===== config.mk =====
export PLATFORM = sky130hd
export DESIGN_NAME = random_sequence_permuter
export DESIGN_NICKNAME = d
export VERILOG_FILES = /design/src/hw/rtl/rsp_pkg.sv /design/src/hw/rtl/rsp_modulo.sv /design/src/hw/rtl/random_sequence_permuter.sv
export VERILOG_INCLUDE_DIRS = /design/src /design/src/hw/rtl
export SDC_FILE = /design/constraint.sdc
export NUM_CORES = 2
export LEC_CHECK = 0
export BUFFER_PORTS_ARGS = -buffer_cell sky130_fd_sc_hd__buf_4
export CAP_MARGIN = 20
export CELL_PAD_IN_SITES_DETAIL_PLACEMENT = 1
export CELL_PAD_IN_SITES_GLOBAL_PLACEMENT = 2
export CORE_ASPECT_RATIO = 1.5
export CORE_UTILIZATION = 31
export DETAILED_ROUTE_END_ITERATION = 6
export GPL_ROUTABILITY_DRIVEN = 0
export PLACE_DENSITY = 0.62
export SLEW_MARGIN = 5
export SYNTH_ARGS = -nofsm -noshare
export SYNTH_HDL_FRONTEND = slang
export SYNTH_HIERARCHICAL = 1
export SYNTH_SLANG_ARGS = --single-unit

===== constraint.sdc =====
create_clock -name clk -period 7.85 [get_ports clk]
set_input_delay 0.3925 -clock clk [delete_from_list [all_inputs] [get_ports clk]]
set_output_delay 0.3925 -clock clk [all_outputs]
set_load 0.01 [all_outputs]

===== src/hw/rtl/assert_macros.svh =====
// assertion macros shared by the rtl files
// no dependencies; bodies are empty when SYNTHESIS is defined
`ifndef ASSERT_MACROS_SVH
`define ASSERT_MACROS_SVH
`ifndef SYNTHESIS
`define ASSERT_ALWAYS(lbl, clk, rst, expr, msg) \
  lbl: assert property (@(posedge clk) disable iff (rst) (expr)) else $error(msg);
`define ASSERT_IMPL(lbl, clk, rst, ante, cons, msg) \
  lbl: assert property (@(posedge clk) disable iff (rst) (ante) |-> (cons)) else $error(msg);
`else
`define ASSERT_ALWAYS(lbl, clk, rst, expr, msg)
`define ASSERT_IMPL(lbl, clk, rst, ante, cons, msg)
`endif
`endif


===== src/hw/rtl/rsp_pkg.sv =====
// shared constants, op codes and the xorshift128 step for the permuter
// no dependencies
package rsp_pkg;

  localparam int MAX_LEN = 64;
  localparam int IDX_W   = (MAX_LEN > 1) ? $clog2(MAX_LEN) : 1;
  localparam int LEN_W   = $clog2(MAX_LEN + 1);
  localparam int COUNT_W = 7;
  localparam int WORD_W  = 32;

  localparam int SHIFT_A = 11;
  localparam int SHIFT_B = 19;
  localparam int SHIFT_C = 8;

  localparam logic [WORD_W-1:0] RESET_X = 32'd123456789;
  localparam logic [WORD_W-1:0] RESET_Y = 32'd362436069;
  localparam logic [WORD_W-1:0] RESET_Z = 32'd521288629;
  localparam logic [WORD_W-1:0] RESET_W = 32'd88675123;

  typedef enum logic [2:0] {
    OP_DRAW    = 3'd0,
    OP_SEED    = 3'd1,
    OP_SAVE    = 3'd2,
    OP_RESTORE = 3'd3,
    OP_PERMUTE = 3'd4
  } op_t;

  typedef enum logic [1:0] {
    CFG_SEED_X = 2'd0,
    CFG_SEED_Y = 2'd1,
    CFG_SEED_Z = 2'd2,
    CFG_SEED_W = 2'd3
  } cfg_idx_t;

  function automatic logic [WORD_W-1:0] xorshift_next(input logic [WORD_W-1:0] x,
                                                      input logic [WORD_W-1:0] w);
    logic [WORD_W-1:0] t;
    t = x ^ (x << SHIFT_A);
    return (w ^ (w >> SHIFT_B)) ^ (t ^ (t >> SHIFT_C));
  endfunction

endpackage


===== src/hw/rtl/rsp_modulo.sv =====
// bit-serial restoring modulo: 32-bit word mod a small count, one bit per cycle
// depends on rsp_pkg
module rsp_modulo import rsp_pkg::*; (
  input  logic              clk,
  input  logic              rst,
  input  logic              start,
  input  logic [WORD_W-1:0] dividend,
  input  logic [LEN_W-1:0]  divisor,
  output logic              done,
  output logic [IDX_W-1:0]  remainder
);

  localparam int CNT_W = $clog2(WORD_W);

  logic [WORD_W-1:0] quo;
  logic [LEN_W-1:0]  part;
  logic [CNT_W-1:0]  bit_cnt;
  logic              busy;
  logic [LEN_W:0]    trial;

  assign trial     = {part, quo[WORD_W-1]};
  assign remainder = part[IDX_W-1:0];

  always_ff @(posedge clk) begin
    if (rst) begin
      busy    <= 1'b0;
      done    <= 1'b0;
      bit_cnt <= '0;
    end else begin
      done <= 1'b0;
      if (start) begin
        busy    <= 1'b1;
        bit_cnt <= '0;
        quo     <= dividend;
        part    <= '0;
      end else if (busy) begin
        quo <= quo << 1;
        if (trial >= {1'b0, divisor}) begin
          part <= LEN_W'(trial - {1'b0, divisor});
        end else begin
          part <= LEN_W'(trial);
        end
        bit_cnt <= bit_cnt + 1'b1;
        if (bit_cnt == CNT_W'(WORD_W - 1)) begin
          busy <= 1'b0;
          done <= 1'b1;
        end
      end
    end
  end

endmodule


===== src/hw/rtl/random_sequence_permuter.sv =====
// random_sequence_permuter: xorshift128 draw, seed, save, restore and permute
// depends on rsp_pkg, rsp_modulo, assert_macros.svh
// steps: seed, save, restore act in idle; draw waits in ST_DRAW for a free output;
//   permute of n values fills n entries, then per result a generator step, the modulo, a
//   list read and a shift of later entries (none for the last entry); one item at a time
// rst is synchronous: generator = seed resets, backup = 0; the list memory is not cleared
`include "assert_macros.svh"
module random_sequence_permuter import rsp_pkg::*; (
  input  logic        clk,
  input  logic        rst,
  input  logic        s_tvalid,
  output logic        s_tready,
  input  logic [39:0] s_tdata,   // count[6:0], start_req[38:7], zero pad
  input  logic [2:0]  s_tuser,   // op[2:0]
  output logic        m_tvalid,
  input  logic        m_tready,
  output logic [31:0] m_tdata,   // value[31:0]
  output logic        m_tlast,
  input  logic        cfg_we,
  input  logic [1:0]  cfg_index,
  input  logic [31:0] cfg_data
);

  typedef enum logic [3:0] {
    ST_IDLE, ST_DRAW, ST_FILL, ST_GEN, ST_DIV, ST_READ, ST_DATA, ST_SHIFT
  } state_t;

  state_t            state;
  logic [WORD_W-1:0] seed [4];
  logic [WORD_W-1:0] gen  [4];
  logic [WORD_W-1:0] bak  [4];
  logic [WORD_W-1:0] word;
  logic [WORD_W-1:0] start_val;
  logic [LEN_W-1:0]  rem_cnt;
  logic [IDX_W-1:0]  fill_idx;
  logic [IDX_W-1:0]  c_idx;
  logic [LEN_W-1:0]  k;
  logic              wr_pend;
  logic [IDX_W-1:0]  wr_addr;
  logic              out_valid;
  logic [WORD_W-1:0] out_data;
  logic              out_last;

  logic [IDX_W-1:0]  list_mem [MAX_LEN];
  logic              mem_we;
  logic [IDX_W-1:0]  mem_waddr;
  logic [IDX_W-1:0]  mem_wdata;
  logic [IDX_W-1:0]  rd_addr;
  logic [IDX_W-1:0]  rd_data;

  logic [WORD_W-1:0] new_w;
  logic              div_start;
  logic              div_done;
  logic [IDX_W-1:0]  div_rem;
  logic              out_free;
  logic              out_load;
  logic [2:0]        in_op;
  logic [COUNT_W-1:0] in_count;
  logic [WORD_W-1:0] in_start;
  logic [LEN_W-1:0]  cnt_sat;
  logic [LEN_W-1:0]  k_inc;

  assign in_op    = s_tuser;
  assign in_count = s_tdata[COUNT_W-1:0];
  assign in_start = s_tdata[COUNT_W+WORD_W-1:COUNT_W];
  assign cnt_sat  = (in_count > COUNT_W'(MAX_LEN)) ? LEN_W'(MAX_LEN) : LEN_W'(in_count);
  assign new_w    = xorshift_next(gen[0], gen[3]);
  assign out_free = !out_valid || m_tready;
  assign out_load = out_free && (state == ST_DRAW || state == ST_DATA);
  assign k_inc    = k + 1'b1;
  assign s_tready = (state == ST_IDLE);
  assign m_tvalid = out_valid;
  assign m_tdata  = out_data;
  assign m_tlast  = out_last;
  assign div_start = (state == ST_GEN);

  rsp_modulo u_modulo (
    .clk       (clk),
    .rst       (rst),
    .start     (div_start),
    .dividend  (new_w),
    .divisor   (rem_cnt),
    .done      (div_done),
    .remainder (div_rem)
  );

  always_comb begin
    mem_we    = 1'b0;
    mem_waddr = wr_addr;
    mem_wdata = rd_data;
    rd_addr   = c_idx;
    unique case (state)
      ST_FILL: begin
        mem_we    = 1'b1;
        mem_waddr = fill_idx;
        mem_wdata = fill_idx;
      end
      ST_SHIFT: begin
        mem_we  = wr_pend;
        rd_addr = k_inc[IDX_W-1:0];
      end
      default: begin
      end
    endcase
  end

  always_ff @(posedge clk) begin
    if (mem_we) begin
      list_mem[mem_waddr] <= mem_wdata;
    end
    rd_data <= list_mem[rd_addr];
  end

  always_ff @(posedge clk) begin
    if (rst) begin
      seed[0] <= RESET_X;
      seed[1] <= RESET_Y;
      seed[2] <= RESET_Z;
      seed[3] <= RESET_W;
    end else if (cfg_we) begin
      unique case (cfg_idx_t'(cfg_index))
        CFG_SEED_X: seed[0] <= cfg_data;
        CFG_SEED_Y: seed[1] <= cfg_data;
        CFG_SEED_Z: seed[2] <= cfg_data;
        CFG_SEED_W: seed[3] <= cfg_data;
      endcase
    end
  end

  always_ff @(posedge clk) begin
    if (rst) begin
      state     <= ST_IDLE;
      gen[0]    <= RESET_X;
      gen[1]    <= RESET_Y;
      gen[2]    <= RESET_Z;
      gen[3]    <= RESET_W;
      bak[0]    <= '0;
      bak[1]    <= '0;
      bak[2]    <= '0;
      bak[3]    <= '0;
      rem_cnt   <= '0;
      wr_pend   <= 1'b0;
      out_valid <= 1'b0;
    end else begin
      if (out_load) begin
        out_valid <= 1'b1;
      end else if (m_tready) begin
        out_valid <= 1'b0;
      end
      unique case (state)
        ST_IDLE: begin
          if (s_tvalid) begin
            unique case (in_op)
              OP_DRAW: begin
                gen[0] <= gen[1];
                gen[1] <= gen[2];
                gen[2] <= gen[3];
                gen[3] <= new_w;
                word   <= new_w;
                state  <= ST_DRAW;
              end
              OP_SEED: begin
                gen <= seed;
              end
              OP_SAVE: begin
                bak <= gen;
              end
              OP_RESTORE: begin
                gen <= bak;
              end
              OP_PERMUTE: begin
                if (cnt_sat != '0) begin
                  rem_cnt   <= cnt_sat;
                  fill_idx  <= '0;
                  start_val <= in_start;
                  state     <= ST_FILL;
                end
              end
              default: begin
              end
            endcase
          end
        end
        ST_DRAW: begin
          if (out_free) begin
            out_data  <= word;
            out_last  <= 1'b1;
            state     <= ST_IDLE;
          end
        end
        ST_FILL: begin
          fill_idx <= fill_idx + 1'b1;
          if (LEN_W'(fill_idx) == rem_cnt - 1'b1) begin
            state <= ST_GEN;
          end
        end
        ST_GEN: begin
          gen[0] <= gen[1];
          gen[1] <= gen[2];
          gen[2] <= gen[3];
          gen[3] <= new_w;
          state  <= ST_DIV;
        end
        ST_DIV: begin
          if (div_done) begin
            c_idx <= div_rem;
            state <= ST_READ;
          end
        end
        ST_READ: begin
          state <= ST_DATA;
        end
        ST_DATA: begin
          if (out_free) begin
            out_data  <= start_val + WORD_W'(rd_data);
            out_last  <= (rem_cnt == LEN_W'(1));
            k         <= LEN_W'(c_idx);
            wr_pend   <= 1'b0;
            state     <= ST_SHIFT;
          end
        end
        ST_SHIFT: begin
          if (k_inc < rem_cnt) begin
            wr_pend <= 1'b1;
            wr_addr <= k[IDX_W-1:0];
            k       <= k_inc;
          end else begin
            wr_pend <= 1'b0;
            if (!wr_pend) begin
              rem_cnt <= rem_cnt - 1'b1;
              state   <= (rem_cnt == LEN_W'(1)) ? ST_IDLE : ST_GEN;
            end
          end
        end
        default: begin
          state <= ST_IDLE;
        end
      endcase
    end
  end

  `ASSERT_ALWAYS(a_rem_in_range, clk, rst, rem_cnt <= LEN_W'(MAX_LEN), "remaining count too large")
  `ASSERT_IMPL(a_done_in_div, clk, rst, div_done, state == ST_DIV, "modulo done outside divide")
  `ASSERT_IMPL(a_shift_write_in_list, clk, rst, state == ST_SHIFT && wr_pend, LEN_W'(wr_addr) < rem_cnt, "shift write beyond list")

endmodule


==> results.txt <==
----------------------------------------------------
[Status]
  Status ... finished clean

[Cells and area]
  Fraction of layout cells with a size suffix above 1 ... 0.107
  Layout overhead on the synthesized area ... 15.0%
  Fillers ... 15300
  Final #Nets ... around 4200
  Count of non-filler cells in the finished layout ... roughly 6000

[Clock network]
  Clock network latency to the later pin of the worst-skew pair ... roughly 0.7 ns
  Number of resized instances in the post-cts repair step ... 0
  Post-CTS clock slew at the launch and capture registers of the worst setup and hold paths ... 0.07 ns
  Number of buffers added by the clock tree synthesis step ... approximately 100
  Maximum level of the CTS H-tree ... 3
  Clock net sink count ... ~950
  Number of buffers between clock root and the deepest sink ... 3
  Cell chosen for the clock root ... sky130_fd_sc_hd__clkbuf_16
  CTS tree ... built
  Count of buffers added by post-CTS timing repair for setup ... 0

[Routing]
  Vias post-DR ... 30900
  Antenna-violating nets left ... 0
  Routed wirelength normalized by instance count ... 23.6 um
  Routed length on met3 ... roughly 3700 um
  1st-iter DRT viols ... 1598
  Detailed Route WL ... 143000 um
  Highest metal layer with signal wires ... met5
  Number of vias per cell after detailed routing ... 5.12
  First-pass iteration count of the detailed router ... 5
  Post-route DRC violation count ... 0
  Met1 Wirelength ... 58800 um
  Met2 wire len ... 75900 um

[Synth]
  Netlist area before placement ... 43200 um2
  Distinct cell type count of the synthesized netlist ... 77
  Number of warnings printed during yosys synthesis ... 6
  Syn nets ... 4173
  #FFs+latches synth ... 954
  Area leader, netlist ... sky130_fd_sc_hd__edfxtp_1
  Most repeated cell in the gate-level netlist after synthesis ... sky130_fd_sc_hd__nand2_1
  Fraction of post-synthesis cell area in the top cell type by area ... 0.378
  Mean Syn Cell Area ... 10.6 um2
  Post-Synthesis Cells ... approximately 4100
  Async set or reset register ratio after synthesis ... 0
  Sequential-to-total area share from yosys stat ... 0.568
  Synth top area cells ... sky130_fd_sc_hd__edfxtp_1 38%, sky130_fd_sc_hd__dfxtp_1 19%, sky130_fd_sc_hd__mux2i_1 6.9%
  Synth cell count leaders ... 619 x sky130_fd_sc_hd__nand2_1, 545 x sky130_fd_sc_hd__edfxtp_1, 412 x sky130_fd_sc_hd__a21oi_1
  Count of flip-flops with a built-in enable after synthesis ... 545
  Most instantiated flip-flop cell in the synthesis netlist ... sky130_fd_sc_hd__edfxtp_1

[Setup path]
  Critical path start-end classification ... reg -> reg
  Kind of capture point of the worst setup path ... register
  Flop2flop setup slack ... 3.20 ns
  CP Data Arrival Time ... 5.29 ns
  Critical-path cell with the highest stage delay ... sky130_fd_sc_hd__a221oi_1
  Required time of the critical path ... 8.49 ns
  Worst stage delay on the critical path ... 0.84 ns
  Critical path startpoint category ... register
  Worst path cell trace ... and3_4 > buf_4 > buf_4 > a211oi_1 > a21oi_1 > o22ai_1 > a221oi_1 > o22ai_1 > nor3_2
  Top fanout value on the critical path ... 77

[GRT]
  Total Routing Usage GR ... 0.201
  Wire length of the first global-routing pass ... approximately 210000 um
  Number of global-route vias before repair ... 32100
  Total gr overflow ... 0
  Largest net degree at the start of global routing ... 187
  Initial antenna violation count ... 11

[Timing]
  Sum Neg Setup Slack ... 0 ns
  Post-Route Skew ... 0.0220 ns
  Achievable Freq ... about 210 MHz
  Number of failing hold endpoints at the final stage ... 0
  Final critical-path required period ... 4.65 ns
  RSZ-0062 raised after global routing ... no
  Max-slew violations ... 0
  Worst max-slew margin expressed relative to the limit ... 0.268
  Part of the cycle the worst path needs ... 0.593
  Number of setup violations in the final report ... 0
  Transition time at the pin with the least slew margin ... roughly 1.1 ns

[Run]
  Max-cap violations ... 0

[Floorplanning]
  Initial Util ... 0.313
  Die width ... 307 um
  Die H ... 459 um
  Die Footprint ... 141000 um2
  Floorplan Core Area ... 138000 um2
  Number of placement rows ... roughly 170
  I/O pin total ... 117

[Power]
  Maximum vdd ir drop ... 170 uV
  Total power divided by cell area ... approximately 230 nW/um2
  Static leakage power ... 0.0172 uW

[Placement]
  Total half-perimeter wirelength after legalization and detailed placement ... 91900 um
  Placed cells ... 5779
  Count of buffers inserted at the top-level ports ... ~120

[Worst hold path]
  HP Class ... in -> reg

----------------------------------------------------
-- layout make-up --
class	count	area, um2	area share
tap	1859	2330	0.0468
sequential	954	24600	0.494
timing repair buffer	242	2070	0.0416
antenna	5	12.5	0.000252
clock inverter	67	573	0.0115
clock buffer	123	2760	0.0554
inverter	28	105	0.00211
multi-input combinational	2762	17300	0.349
-- worst max-delay path: cells and delay by family (launching register included) --
kind	cells	cell delay, ns
AO/OA/AOI/OAI	5	1.50
buffers and inverters	2	1.44
AND/OR/NAND/NOR	2	0.75
flip-flops	1	0.68
-- cells by family (layout without fill, tap and decap cells) --
group	Yosys count	in the layout	synth area share
and+or+nand+nor	1271	1271	0.133
AOI/OAI and AO/OA	959	959	0.141
DFF	954	954	0.568
muxes	358	358	0.0851
buffers and inverters	348	460	0.0343
xor gates and xnor gates	147	147	0.0298
adders and majority gates	27	27	0.00816
other	0	5	0
-- worst paths after layout --
| kind | end | cells past startpoint | startpoint |
|---|---|---|---|
| worst max register to register | rd_data[3] | 9 | state[0] |
| worst min register to register | seed[93] | 2 | seed[93] |
| worst min-delay path | rem_cnt[0] | 4 | s_tdata[6] |
| worst max-delay path | rd_data[3] | 9 | state[0] |
-- registers in the layout, summed over array words and instances, names as in the netlist, 5 cells and up --
| signal | cells |
|---|---|
| u_modulo/part | 7 |
| rd_data | 6 |
| c_idx | 6 |
| u_modulo/bit_cnt | 5 |
| wr_addr | 6 |
| rem_cnt | 7 |
| bak | 128 |
| gen | 128 |
| seed | 128 |
| u_modulo/quo | 32 |
| k | 7 |
| word | 32 |
| start_val | 32 |
| list_mem | 384 |
| fill_idx | 6 |
| m_tdata | 32 |
-- layer usage --
layer  track usage  vias to the layer above
met4        0.0710                        8
li1              -                    14700
met2         0.375                      398
met3        0.0228                      171
met5             0                        -
met1         0.234                    15600
-- where the power goes --
group          leakage, uW  total (uW)  internal (uW)  switching [uW]
Sequential         0.00821        5500           5390             108
Combinational      0.00739         913            316             597
Clock              0.00164        4890           2790            2100
Total               0.0172       11300           8490            2810
-- repair_timing --
item,in CTS,in global routing
endpoints found under the hold margin,160,0
endpoints found under the setup margin,0,0
hold buffers,65,0
-- stage by stage --
stage | area [um2] | hold WS [ns] | utilization | setup slack, ns | power, uW
2_1_floorplan | 43200 | 0.436 | - | 3.13 | 6080
3_3_place_gp | 45700 | 0.441 | 0.330 | 3.35 | 6510
3_5_place_dp | 45700 | 0.447 | 0.331 | 3.34 | 6530
4_1_cts | 49700 | 0.0341 | 0.359 | 3.32 | 11500
5_1_grt | 49700 | 0.0891 | 0.359 | 3.11 | 11700
6_report | 49700 | 0.0877 | 0.360 | 3.20 | 11300
-- cell usage in the layout, fill, tap and decap left out, types with 7 or more instances in the layout --
cell	count
sky130_fd_sc_hd__a211o_1	63
sky130_fd_sc_hd__a211oi_1	250
sky130_fd_sc_hd__a21oi_1	412
sky130_fd_sc_hd__a221oi_1	21
sky130_fd_sc_hd__and2_1	8
sky130_fd_sc_hd__and3_1	17
sky130_fd_sc_hd__buf_4	169
sky130_fd_sc_hd__bufinv_16	9
sky130_fd_sc_hd__clkbuf_1	12
sky130_fd_sc_hd__clkbuf_16	105
sky130_fd_sc_hd__clkbuf_8	7
sky130_fd_sc_hd__clkinv_1	20
sky130_fd_sc_hd__clkinv_2	26
sky130_fd_sc_hd__dfxtp_1	409
sky130_fd_sc_hd__dlygate4sd3_1	65
sky130_fd_sc_hd__edfxtp_1	545
sky130_fd_sc_hd__ha_1	25
sky130_fd_sc_hd__inv_1	26
sky130_fd_sc_hd__mux2_1	7
sky130_fd_sc_hd__mux2_2	51
sky130_fd_sc_hd__mux2i_1	298
sky130_fd_sc_hd__nand2_1	612
sky130_fd_sc_hd__nand2_2	7
sky130_fd_sc_hd__nand3_1	33
sky130_fd_sc_hd__nand3b_1	71
sky130_fd_sc_hd__nand4_1	21
sky130_fd_sc_hd__nor2_1	296
sky130_fd_sc_hd__nor2_4	8
sky130_fd_sc_hd__nor2b_1	125
sky130_fd_sc_hd__nor3_1	22
sky130_fd_sc_hd__o21ai_0	48
sky130_fd_sc_hd__o21bai_1	22
sky130_fd_sc_hd__o22ai_1	87
sky130_fd_sc_hd__or3_1	9
sky130_fd_sc_hd__xnor2_1	105
sky130_fd_sc_hd__xor2_1	40
No activity file was read; power rests on OpenSTA's default activity.
